<file path="config.mk">
export PLATFORM = sky130hd
export DESIGN_NAME = hex_record_halfword_parser_unit
export DESIGN_NICKNAME = d
export VERILOG_FILES = /design/src/hw/rtl/hrhp_pkg.sv /design/src/hw/rtl/hrhp_front.sv /design/src/hw/rtl/hrhp_queue.sv /design/src/hw/rtl/hrhp_back.sv /design/src/hw/rtl/hex_record_halfword_parser_unit.sv
export SDC_FILE = /design/constraint.sdc
export NUM_CORES = 1
export LEC_CHECK = 0
export ABC_AREA = 1
export BUFFER_PORTS_ARGS = -buffer_cell sky130_fd_sc_hd__buf_2
export CAP_MARGIN = 40
export CORE_ASPECT_RATIO = 0.9
export CORE_MARGIN = 2
export CORE_UTILIZATION = 40
export DETAILED_ROUTE_END_ITERATION = 12
export GPL_ROUTABILITY_DRIVEN = 0
export GPL_TIMING_DRIVEN = 0
export RECOVER_POWER = 50
export SYNTH_ARGS = -nofsm -noshare
export SYNTH_HDL_FRONTEND = slang
export SYNTH_SLANG_ARGS = --single-unit
</file>
<file path="constraint.sdc">
create_clock -name clock -period 7.21 [get_ports clock]
set_clock_uncertainty 0.05 [all_clocks]
set_input_delay 1.442 -clock clock [delete_from_list [all_inputs] [get_ports clock]]
set_output_delay 1.442 -clock clock [all_outputs]
set_load 0.01 [all_outputs]
</file>
<file path="src/hw/rtl/hrhp_pkg.sv">
// hrhp_pkg: shared types, constants and the hex digit decoder for the
// hex record halfword parser. No dependencies.
package hrhp_pkg;

   // character codes of the record format
   localparam logic [7:0] CHAR_MARK     = 8'h3A;  // ':'
   localparam logic [7:0] CHAR_ZERO     = 8'h30;  // '0'
   localparam logic [7:0] CHAR_NINE     = 8'h39;  // '9'
   localparam logic [7:0] CHAR_UPPER_A  = 8'h41;  // 'A'
   localparam logic [7:0] CHAR_UPPER_F  = 8'h46;  // 'F'
   localparam logic [7:0] LETTER_OFFSET = 8'd55;  // 'A' - 10

   // character positions inside a record
   localparam logic [9:0] POS_COUNT_LOW  = 10'd2;   // second byte count digit
   localparam logic [9:0] POS_OFFSET_LOW = 10'd6;   // last offset digit
   localparam logic [9:0] POS_TYPE_LOW   = 10'd8;   // last record type digit
   localparam logic [9:0] POS_DATA_FIRST = 10'd9;   // first data digit

   // one finished halfword handed from the front to the back
   typedef struct packed {
      logic [15:0] offset;
      logic [15:0] halfword;
      logic [6:0]  word_index;
      logic        last;
   } entry_type;

   // ascii hex digit to nibble, anything else counts as zero
   function automatic logic [3:0] nibble_of(input logic [7:0] c);
      logic [7:0] diff;
      begin
         diff = 8'd0;
         if (c >= CHAR_ZERO && c <= CHAR_NINE) begin
            diff = c - CHAR_ZERO;
         end else if (c >= CHAR_UPPER_A && c <= CHAR_UPPER_F) begin
            diff = c - LETTER_OFFSET;
         end
         return diff[3:0];
      end
   endfunction

endpackage

</file>
<file path="src/hw/rtl/hrhp_front.sv">
// hrhp_front: takes record characters, tracks the record fields and
// assembles halfwords into queue entries. Depends on hrhp_pkg.
module hrhp_front (
   input  logic                clock,
   input  logic                reset,
   input  logic                char_valid,
   input  logic [7:0]          char_data,
   output logic                push,
   output hrhp_pkg::entry_type push_entry
);
   import hrhp_pkg::*;

   logic [9:0]  pos_ff, pos_in;
   logic        in_record_ff, in_record_in;
   logic [7:0]  byte_count_ff, byte_count_in;
   logic [15:0] offset_ff, offset_in;
   logic [15:0] acc_ff, acc_in;
   logic [6:0]  index_ff, index_in;

   logic [6:0]  total;
   logic [15:0] acc_next;
   logic [7:0]  index_inc;
   logic        emit;

   assign total     = byte_count_ff[7:1];
   assign acc_next  = {acc_ff[11:0], nibble_of(char_data)};
   assign index_inc = {1'b0, index_ff} + 8'd1;

   // record field tracking per transfer
   always_comb begin
      pos_in       = pos_ff;
      in_record_in = in_record_ff;
      byte_count_in = byte_count_ff;
      offset_in    = offset_ff;
      acc_in       = acc_ff;
      index_in     = index_ff;
      emit         = 1'b0;
      if (char_valid) begin
         if (char_data == CHAR_MARK) begin
            in_record_in  = 1'b1;
            pos_in        = 10'd1;
            byte_count_in = 8'd0;
            offset_in     = 16'd0;
            acc_in        = 16'd0;
            index_in      = 7'd0;
         end else if (in_record_ff) begin
            pos_in = pos_ff + 10'd1;
            acc_in = acc_next;
            if (pos_ff == POS_COUNT_LOW) begin
               byte_count_in = acc_next[7:0];
            end else if (pos_ff == POS_OFFSET_LOW) begin
               offset_in = acc_next;
            end else if (pos_ff < POS_DATA_FIRST) begin
               if (pos_ff == POS_TYPE_LOW && total == 7'd0) begin
                  in_record_in = 1'b0;
               end
            end else if (pos_ff[1:0] == 2'b00) begin
               // fourth digit of a group
               emit     = 1'b1;
               index_in = index_inc[6:0];
               if (index_inc[6:0] >= total) begin
                  in_record_in = 1'b0;
               end
            end
         end
      end
   end

   assign push                  = emit;
   assign push_entry.offset     = offset_ff;
   assign push_entry.halfword   = acc_next;
   assign push_entry.word_index = index_ff;
   assign push_entry.last       = (index_inc == {1'b0, total});

   // control state
   always_ff @(posedge clock) begin
      if (reset) begin
         in_record_ff  <= 1'b0;
         pos_ff        <= 10'd0;
         byte_count_ff <= 8'd0;
         index_ff      <= 7'd0;
      end else begin
         in_record_ff  <= in_record_in;
         pos_ff        <= pos_in;
         byte_count_ff <= byte_count_in;
         index_ff      <= index_in;
      end
   end

   // field payload
   always_ff @(posedge clock) begin
      if (reset) begin
         offset_ff <= 16'd0;
         acc_ff    <= 16'd0;
      end else begin
         offset_ff <= offset_in;
         acc_ff    <= acc_in;
      end
   end

endmodule

</file>
<file path="src/hw/rtl/hrhp_queue.sv">
// hrhp_queue: short first-in first-out queue of halfword entries between
// the front and the back. Depends on hrhp_pkg.
module hrhp_queue #(
   parameter int Depth = 2
) (
   input  logic                clock,
   input  logic                reset,
   input  logic                push,
   input  hrhp_pkg::entry_type push_entry,
   output logic                full,
   input  logic                pop,
   output logic                not_empty,
   output hrhp_pkg::entry_type head_entry
);
   import hrhp_pkg::*;

   localparam int PtrWidth   = (Depth > 1) ? $clog2(Depth) : 1;
   localparam int CountWidth = $clog2(Depth + 1);
   localparam logic [PtrWidth-1:0]   LastPtr   = PtrWidth'(Depth - 1);
   localparam logic [CountWidth-1:0] FullCount = CountWidth'(Depth);

   entry_type slots_ff [Depth];
   logic [PtrWidth-1:0]   wr_ptr_ff, wr_ptr_in;
   logic [PtrWidth-1:0]   rd_ptr_ff, rd_ptr_in;
   logic [CountWidth-1:0] count_ff, count_in;

   assign full       = (count_ff == FullCount);
   assign not_empty  = (count_ff != '0);
   assign head_entry = slots_ff[rd_ptr_ff];

   // pointer and fill count update
   always_comb begin
      wr_ptr_in = wr_ptr_ff;
      rd_ptr_in = rd_ptr_ff;
      count_in  = count_ff;
      if (push) begin
         wr_ptr_in = (wr_ptr_ff == LastPtr) ? '0 : wr_ptr_ff + PtrWidth'(1);
      end
      if (pop) begin
         rd_ptr_in = (rd_ptr_ff == LastPtr) ? '0 : rd_ptr_ff + PtrWidth'(1);
      end
      if (push && !pop) begin
         count_in = count_ff + CountWidth'(1);
      end else if (pop && !push) begin
         count_in = count_ff - CountWidth'(1);
      end
   end

   always_ff @(posedge clock) begin
      if (reset) begin
         wr_ptr_ff <= '0;
         rd_ptr_ff <= '0;
         count_ff  <= '0;
      end else begin
         wr_ptr_ff <= wr_ptr_in;
         rd_ptr_ff <= rd_ptr_in;
         count_ff  <= count_in;
      end
   end

   // entry storage
   always_ff @(posedge clock) begin
      if (push) begin
         slots_ff[wr_ptr_ff] <= push_entry;
      end
   end

endmodule

</file>
<file path="src/hw/rtl/hrhp_back.sv">
// hrhp_back: takes entries from the queue, forms the flash address and
// holds the result in the output register. Depends on hrhp_pkg.
module hrhp_back (
   input  logic                clock,
   input  logic                reset,
   input  logic [31:0]         flash_base,
   input  logic                entry_valid,
   input  hrhp_pkg::entry_type entry,
   output logic                pop,
   output logic                out_valid,
   input  logic                out_ready,
   output logic [31:0]         out_address,
   output logic [15:0]         out_halfword,
   output logic [6:0]          out_word_index,
   output logic                out_last
);
   import hrhp_pkg::*;

   logic        valid_ff, valid_in;
   logic [31:0] address_ff, address_in;
   entry_type   entry_ff;

   // output register loads when empty or being drained
   assign pop        = entry_valid && (!valid_ff || out_ready);
   assign address_in = (flash_base | {16'd0, entry.offset})
                       + {24'd0, entry.word_index, 1'b0};

   always_comb begin
      valid_in = valid_ff;
      if (pop) begin
         valid_in = 1'b1;
      end else if (out_ready) begin
         valid_in = 1'b0;
      end
   end

   always_ff @(posedge clock) begin
      if (reset) begin
         valid_ff <= 1'b0;
      end else begin
         valid_ff <= valid_in;
      end
   end

   always_ff @(posedge clock) begin
      if (pop) begin
         address_ff <= address_in;
         entry_ff   <= entry;
      end
   end

   assign out_valid      = valid_ff;
   assign out_address    = address_ff;
   assign out_halfword   = entry_ff.halfword;
   assign out_word_index = entry_ff.word_index;
   assign out_last       = entry_ff.last;

endmodule

</file>
<file path="src/hw/rtl/hex_record_halfword_parser_unit.sv">
// hex_record_halfword_parser_unit: top level of the hex record parser.
// Depends on hrhp_pkg, hrhp_front, hrhp_queue and hrhp_back.
//
// Takes one ASCII character of a hex record per transfer and returns each
// data halfword with its flash address, its index in the record and a last
// mark. A character is taken every cycle while the halfword queue has room;
// a halfword passes through the queue and then the output register after its
// fourth digit, and the queue of QUEUE_DEPTH entries lets the character
// side keep going while the result side stalls. The user must write
// flash_base through the csr channel only while idle; the block does not enforce it.
module hex_record_halfword_parser_unit #(
   parameter int QUEUE_DEPTH = 2
) (
   input  logic        clock,
   input  logic        reset,
   // configuration: flash_base
   input  logic        csr_tvalid,
   output logic        csr_tready,
   input  logic [31:0] csr_tdata,    // [31:0] flash_base
   // characters
   input  logic        req_tvalid,
   output logic        req_tready,
   input  logic [7:0]  req_tdata,    // [7:0] character
   // halfwords
   output logic        rsp_tvalid,
   input  logic        rsp_tready,
   output logic [55:0] rsp_tdata,    // [31:0] address, [47:32] halfword,
                                     // [54:48] word_index, [55] zero
   output logic        rsp_tlast     // last halfword of the record
);
   import hrhp_pkg::*;

   logic [31:0] flash_base_ff;
   logic        q_full;
   logic        q_not_empty;
   logic        push;
   logic        pop;
   entry_type   push_entry;
   entry_type   head_entry;
   logic [31:0] out_address;
   logic [15:0] out_halfword;
   logic [6:0]  out_word_index;

   assign csr_tready = 1'b1;
   assign req_tready = !q_full;

   // flash base register
   always_ff @(posedge clock) begin
      if (reset) begin
         flash_base_ff <= 32'd0;
      end else if (csr_tvalid) begin
         flash_base_ff <= csr_tdata;
      end
   end

   hrhp_front u_front (
      .clock      (clock),
      .reset      (reset),
      .char_valid (req_tvalid && req_tready),
      .char_data  (req_tdata),
      .push       (push),
      .push_entry (push_entry)
   );

   hrhp_queue #(
      .Depth (QUEUE_DEPTH)
   ) u_queue (
      .clock      (clock),
      .reset      (reset),
      .push       (push),
      .push_entry (push_entry),
      .full       (q_full),
      .pop        (pop),
      .not_empty  (q_not_empty),
      .head_entry (head_entry)
   );

   hrhp_back u_back (
      .clock          (clock),
      .reset          (reset),
      .flash_base     (flash_base_ff),
      .entry_valid    (q_not_empty),
      .entry          (head_entry),
      .pop            (pop),
      .out_valid      (rsp_tvalid),
      .out_ready      (rsp_tready),
      .out_address    (out_address),
      .out_halfword   (out_halfword),
      .out_word_index (out_word_index),
      .out_last       (rsp_tlast)
   );

   assign rsp_tdata = {1'b0, out_word_index, out_halfword, out_address};

endmodule
</file>
-- Yosys cells after proc, flatten, opt, wreduce, memory -nomap -nowiden
Memory sizes are Yosys's and may differ from the RTL's. A register that Yosys moved wholly into a read port is not among the register bits.
Cells that the tools add are included.
- latch bits: 0
- memory bits (writable): 80
- input bits: 45
- flip-flop bits (word level): 147
- word-level logic and storage cells: 110
- ROM bits: 0
- memories: 1
- div/mod/pow operators: 0
- equality and inequality tests: 9
- muxes and demuxes: 44
- magnitude comparators: 6
- add/subtract/negate cells: 9
- reductions and logical operators: 25
- shift-type cells: 0
- bitwise gates (word level): 1
- multiply operators: 0
- memory list (memory ; words ; bits a word ; rd ports ; clocked after memory_dff ; write ports ; line ; source):
    u_queue.slots_ff ; 2 ; 40 ; 1 ; 1 ; 1 ; hrhp_queue.sv:22 ; entry_type slots_ff [Depth];
- operators by type and width (cell ; count):
    16-bit 2-to-1 mux ; 4
    7-bit 2-to-1 mux ; 6
    32-bit by 8-bit adder with 32-bit output ; 1
    32-bit by 16-bit bitwise OR with 32-bit output ; 1
    12-bit 2-to-1 mux ; 2
    8-bit 2-to-1 mux ; 3
    1-bit 2-to-1 mux ; 23
    10-bit 2-to-1 mux ; 2
    2-bit nonzero test ; 7
    10-bit by 1-bit adder with 10-bit output, second input constant ; 1
    10-bit by 2-bit == test with 1-bit output, second input constant ; 1
    10-bit by 3-bit == test with 1-bit output, second input constant ; 1
    10-bit by 4-bit == test with 1-bit output, second input constant ; 1
    10-bit by 4-bit less-than comparator with 1-bit output, second input constant ; 1
    7-bit by 1-bit adder with 8-bit output, second input constant ; 1
    8-bit by 6-bit == test with 1-bit output, second input constant ; 1
    8-bit by 7-bit == test with 1-bit output ; 1
    8-bit by 6-bit >= comparator with 1-bit output, second input constant ; 1
    8-bit by 7-bit >= comparator with 1-bit output, second input constant ; 1
    8-bit by 6-bit <= comparator with 1-bit output, second input constant ; 1
    8-bit by 7-bit <= comparator with 1-bit output, second input constant ; 1
    4-bit 2-to-1 mux ; 2
    7-bit >= comparator ; 1
    1-bit logical AND ; 7
    other kinds (16) ; 23

-- Longest topological paths before layout
- depth in word-level cells: 12
- depth in mapped cells: 18
- mapped depth without buffers: 16

-- Cells and area by module
Synthesis repeated with hierarchy kept, for this count alone.
- cell total of the unflattened synthesis: 1147
- area, all modules: 10512.6 um2
- modules (own cells, without submodules) (module ; cells each ; sequential area each (um2) ; area an instance (um2) ; instances):
    hrhp_queue ; 157 ; 2502.4 ; 3124.2 ; 1
    hrhp_back ; 341 ; 1701.6 ; 3081.7 ; 1
    hrhp_front ; 439 ; 1061.0 ; 2934.1 ; 1
    hex_record_halfword_parser_unit ; 210 ; 640.6 ; 1372.6 ; 1

-- Worst setup path after synthesis
Ideal clock, no wire load.
- kind: input to register
- from: in rsp_tready
- to: reg u_queue.count_ff[1]
- path buffers: 0
- required time: 7.038 ns
- setup slack: 1.710 ns
- cell stages on the path: 8
- arrival: 5.328 ns
- setup time: 0.122 ns
- cells stage by stage: nor2_1 -> a21oi_1 -> inv_1 -> ha_1 -> a21oi_1 -> o21ai_0 -> o21ai_0 -> a21oi_1
- longest elaborated chain between the ends: 5
- RTL lines (what ; line ; source):
    from (decl) ; hex_record_halfword_parser_unit.sv:26 ; input logic rsp_tready,
    1-bit logical OR (*) ; hrhp_back.sv:24 ; assign pop = entry_valid && (!valid_ff || out_ready);
    1-bit logical AND (*) ; hrhp_back.sv:24 ;
    via pop ; hex_record_halfword_parser_unit.sv:37 ; logic pop;
    1-bit logical NOT ; hrhp_queue.sv:42 ; if (push && !pop) begin
    1-bit logical AND ; hrhp_queue.sv:42 ;
    2-bit 2-to-1 mux / 2-bit nonzero test (equally long branches) ; n/a ;
    to (signal assigned) ; hrhp_queue.sv:57 ; count_ff <= count_in;
    to (decl) ; hrhp_queue.sv:25 ; logic [CountWidth-1:0] count_ff, count_in;
The timed path passes the listed nets; every way through them passes the cells marked *.
A chain may end at the register's enable or synchronous reset.

-- Worst setup path after layout
- from: in rsp_tready
- to: reg u_back.entry_ff, in the netlist u_back.out_word_index[4] (enable)
- longest elaborated chain between the ends: 2
- RTL lines (what ; line ; source):
    1-bit logical OR ; hrhp_back.sv:24 ;
    1-bit logical AND ; hrhp_back.sv:24 ;
    via pop ; hex_record_halfword_parser_unit.sv:37 ;
    to (signal assigned) ; hrhp_back.sv:48 ; entry_ff <= entry;
    to (decl) ; hrhp_back.sv:21 ; entry_type entry_ff;
The timed path passes the listed nets, and every way through them passes these cells.

==> flow_metrics.tcl <==
set metrics [dict create \
    worstSetupStartpointType "input port" \
    fp.dieArea_um2 25900 \
    syn_nets 1099 \
    violations "max-capacitance violations, max-slew violations" \
    start_util_pct 40.7 \
    worstPathArrival_ns 4.09 \
    clockBufferDepth 3 \
    ir_worst_vdd_mv 0.174 \
    place_area_um2 10900 \
    antenna_found_initial 0 \
    nNetsFinal 1231 \
    drive_gt1_share_pct 15.5 \
    via_per_inst 4.89 \
    grt_pass1_wl_um 36600 \
    antennaDiodeCount 0 \
    maxSlewHeadroom_pct -13.9 \
    clock_sinks 227 \
    cpPeakStageDelay_ns 1.27 \
    fp.dieW_um 170 \
    hold_buffers 0 \
    netlist_area_um2 9870 \
    place_hpwl_um 16800 \
    synthTopCellsByArea "edfxtp_1 (41%), dfxtp_1 (18%), nand2_1 (11%)" \
    syn_to_final_growth_pct 16.6 \
    tns_ns 0 \
    drt_wl_total_um 23000 \
    grt_max_degree 30 \
    routedWlPerCell_um 15.5 \
    fin_crit_sh_pct 55.8 \
    coreArea_um2 24300 \
    worstSkewPairLatency_ns 0.52 \
    ys_seq_elements 227 \
    ant_nets 0 \
    cp_top_family "buffers and inverters" \
    slowest_stage "a21oi_1" \
    path_clk_slew_ns 0.06 \
    synth_top_cell_by_area "edfxtp_1" \
    hold_viol 0 \
    ctsRootBufferMaster "clkbuf_16" \
    post-cts-setup-buffers 0 \
    drv_slew 50 \
    cp_cell_sequence "buf_2 > nor2_1 > a21oi_1 > clkbuf_1" \
    cts_buffers 25 \
    cap_violations 2 \
    cts_tree "yes" \
    required_ns 7.28 \
    path_max_fanout 29 \
    grt_pass1_vias 6830 \
    rows 54 \
    synthCells 1029 \
    rsz0062_at_grt "false" \
    pre_cts_slack_ns 3.57 \
    cts_resized 0 \
    synth_warnings 0 \
    ys_seq_area_share_pct 59.8 \
    drc 0 \
    finalSetupViolCount 0 \
    outcome "complete, but fails checks" \
    grt.total_usage_pct 17.9 \
    synth_edf_count 136 \
    holdCritPathClass "reg -> reg" \
    leakage_uw 0.00453 \
    syn_area_per_cell_um2 9.59 \
    synth-async-reset-ratio_pct 0 \
    yosys.area.top_type_share_pct 41.4 \
    fmax_mhz 249 \
    via_count 7272 \
    grt_overflow 0 \
    finalWorstSetupSlack_ns 3.19 \
    critical_path_buf_inv_count 2 \
    r2r_setup_slack_ns 3.67 \
    hold_ws_ns 0.408 \
    ios 105 \
    tightest_slew_ns 1.71 \
    die_h_um 153 \
    portBuffers 101 \
    firstDrtPassIters 4 \
    powerDensity_nw_per_um2 356 \
    critPathCaptureType "flop" \
    htree_levels 1 \
    ys.flop_type "edfxtp_1" \
    post-route-min-period_ns 4.02 \
    initialDrtViolationCount 453 \
    ys_types 41 \
    design_area_um2 11500 \
    critPathKind "in -> reg" \
]
-- sequential cells by signal (all words and copies together) (netlist names), 7 cells and up, named ones only --
| register | count |
|---|---|
| u_front.byte_count_ff | 7 |
| u_front.offset_ff | 16 |
| u_front.pos_ff | 10 |
| u_back.out_halfword | 16 |
| flash_base_ff | 32 |
| u_queue.slots_ff | 80 |
| u_back.out_address | 32 |
| u_front.acc_ff | 12 |
| u_front.index_ff | 7 |
| u_back.out_word_index | 7 |
-- layout make-up --
type / instances / area [um2]
Timing Repair Buffer: 105 / 551
Clock inverter: 7 / 42.5
Clock buffer: 39 / 718
Tap cell: 308 / 385
Multi-Input combinational cell: 691 / 3460
Sequential cell: 227 / 5910
Fill cell: 2254 / 12700
Inverter: 80 / 303
Buffer: 31 / 143
-- cell usage in the layout, fill, tap and decap left out, types with 2 or more instances in the layout --
master and n:
nand2_1 295, edfxtp_1 136, buf_2 99, nor2_1 92
dfxtp_1 91, a21oi_1 85, inv_1 73, o21ai_0 43
nand3_1 39, clkbuf_1 39, clkbuf_16 25, ha_1 24
xor2_1 20, nand4_1 19, nor3_1 12, nand2_2 10
nand3b_1 10, nor2_4 7, inv_2 6, nor2_2 5
nand3_2 5, xnor2_1 5, clkbuf_8 4, nand2_4 3
buf_4 3, clkinv_2 3, o21a_1 2, buf_6 2
conb_1 2, clkinv_1 2, buf_12 2
-- through the flow --
stage / utilization [%] / instances / total power (uW)
global route: 47.5 / 1488 / 4350
CTS: 48.0 / 1488 / 4180
global placement: 44.4 / 1438 / 2960
finish: 47.5 / 1488 / 4100
floorplan: - / 1029 / 2570
detailed placement: 44.8 / 1442 / 3000
-- power breakdown --
group	internal (uW)	total (uW)	leakage, uW	switching (uW)
registers	1670	1720	0.00189	53.8
clock network	685	1180	0.000374	494
logic	380	1190	0.00227	815
-- routing by layer --
metal	global-route usage [%]	vias up	wire (um)	share of wire [%]
li1	-	3685	-	-
met1	25.5	3395	10800	47
met2	29.0	156	10700	46
met3	2.54	36	1090	4.7
met4	4.23	0	505	2.2
met5	0	-	0	0
-- worst paths after layout --
path / startpoint / to / depth (start not counted)
max: rsp_tready / u_back.out_word_index[4] / 4
min: u_front.offset_ff[0] / u_queue.slots_ff[0][24] / 0
max reg2reg: flop / u_back.out_address[29] / 18
min reg2reg: u_front.offset_ff[0] / u_queue.slots_ff[0][24] / 0
-- Yosys cell counts, types with 2 or more instances --
cell and n:
buf_1 2, nand2_4 7, nand3_1 39, nand3_2 5, nor3_1 12, o21ai_0 41, conb_1 2, xor2_1 20
nand3b_1 10, nor2_2 5, inv_1 72, nand4_1 19, nand2_2 10, nor2_4 7, a21oi_1 85, o21ai_2 2
o21a_1 2, o21ai_1 2, clkbuf_1 20, xnor2_1 5, inv_2 7, dfxtp_1 91, edfxtp_1 136, ha_1 24
nor2_1 92, nand2_1 291, buf_6 4, buf_4 4
-- cell families after synthesis --
group / Yosys count / synth area share (%)
flip-flops: 227 / 59.8
AND/OR/NAND/NOR: 503 / 22.8
buffers and inverters: 111 / 4.72
adder cells (fa/ha/maj): 25 / 3.25
AO/OA/AOI/OAI: 136 / 7.13
XOR/XNOR: 25 / 2.22
other: 2 / 0.0761
-- worst reg2reg max path, delay by kind of cell (launching register included) --
kind	cells	cell delay (ns)
fa+ha+maj	2	0.51
buf+inv	5	1.30
flops	1	0.35
simple gates	11	1.11
Power figures use the tool's default switching activity.
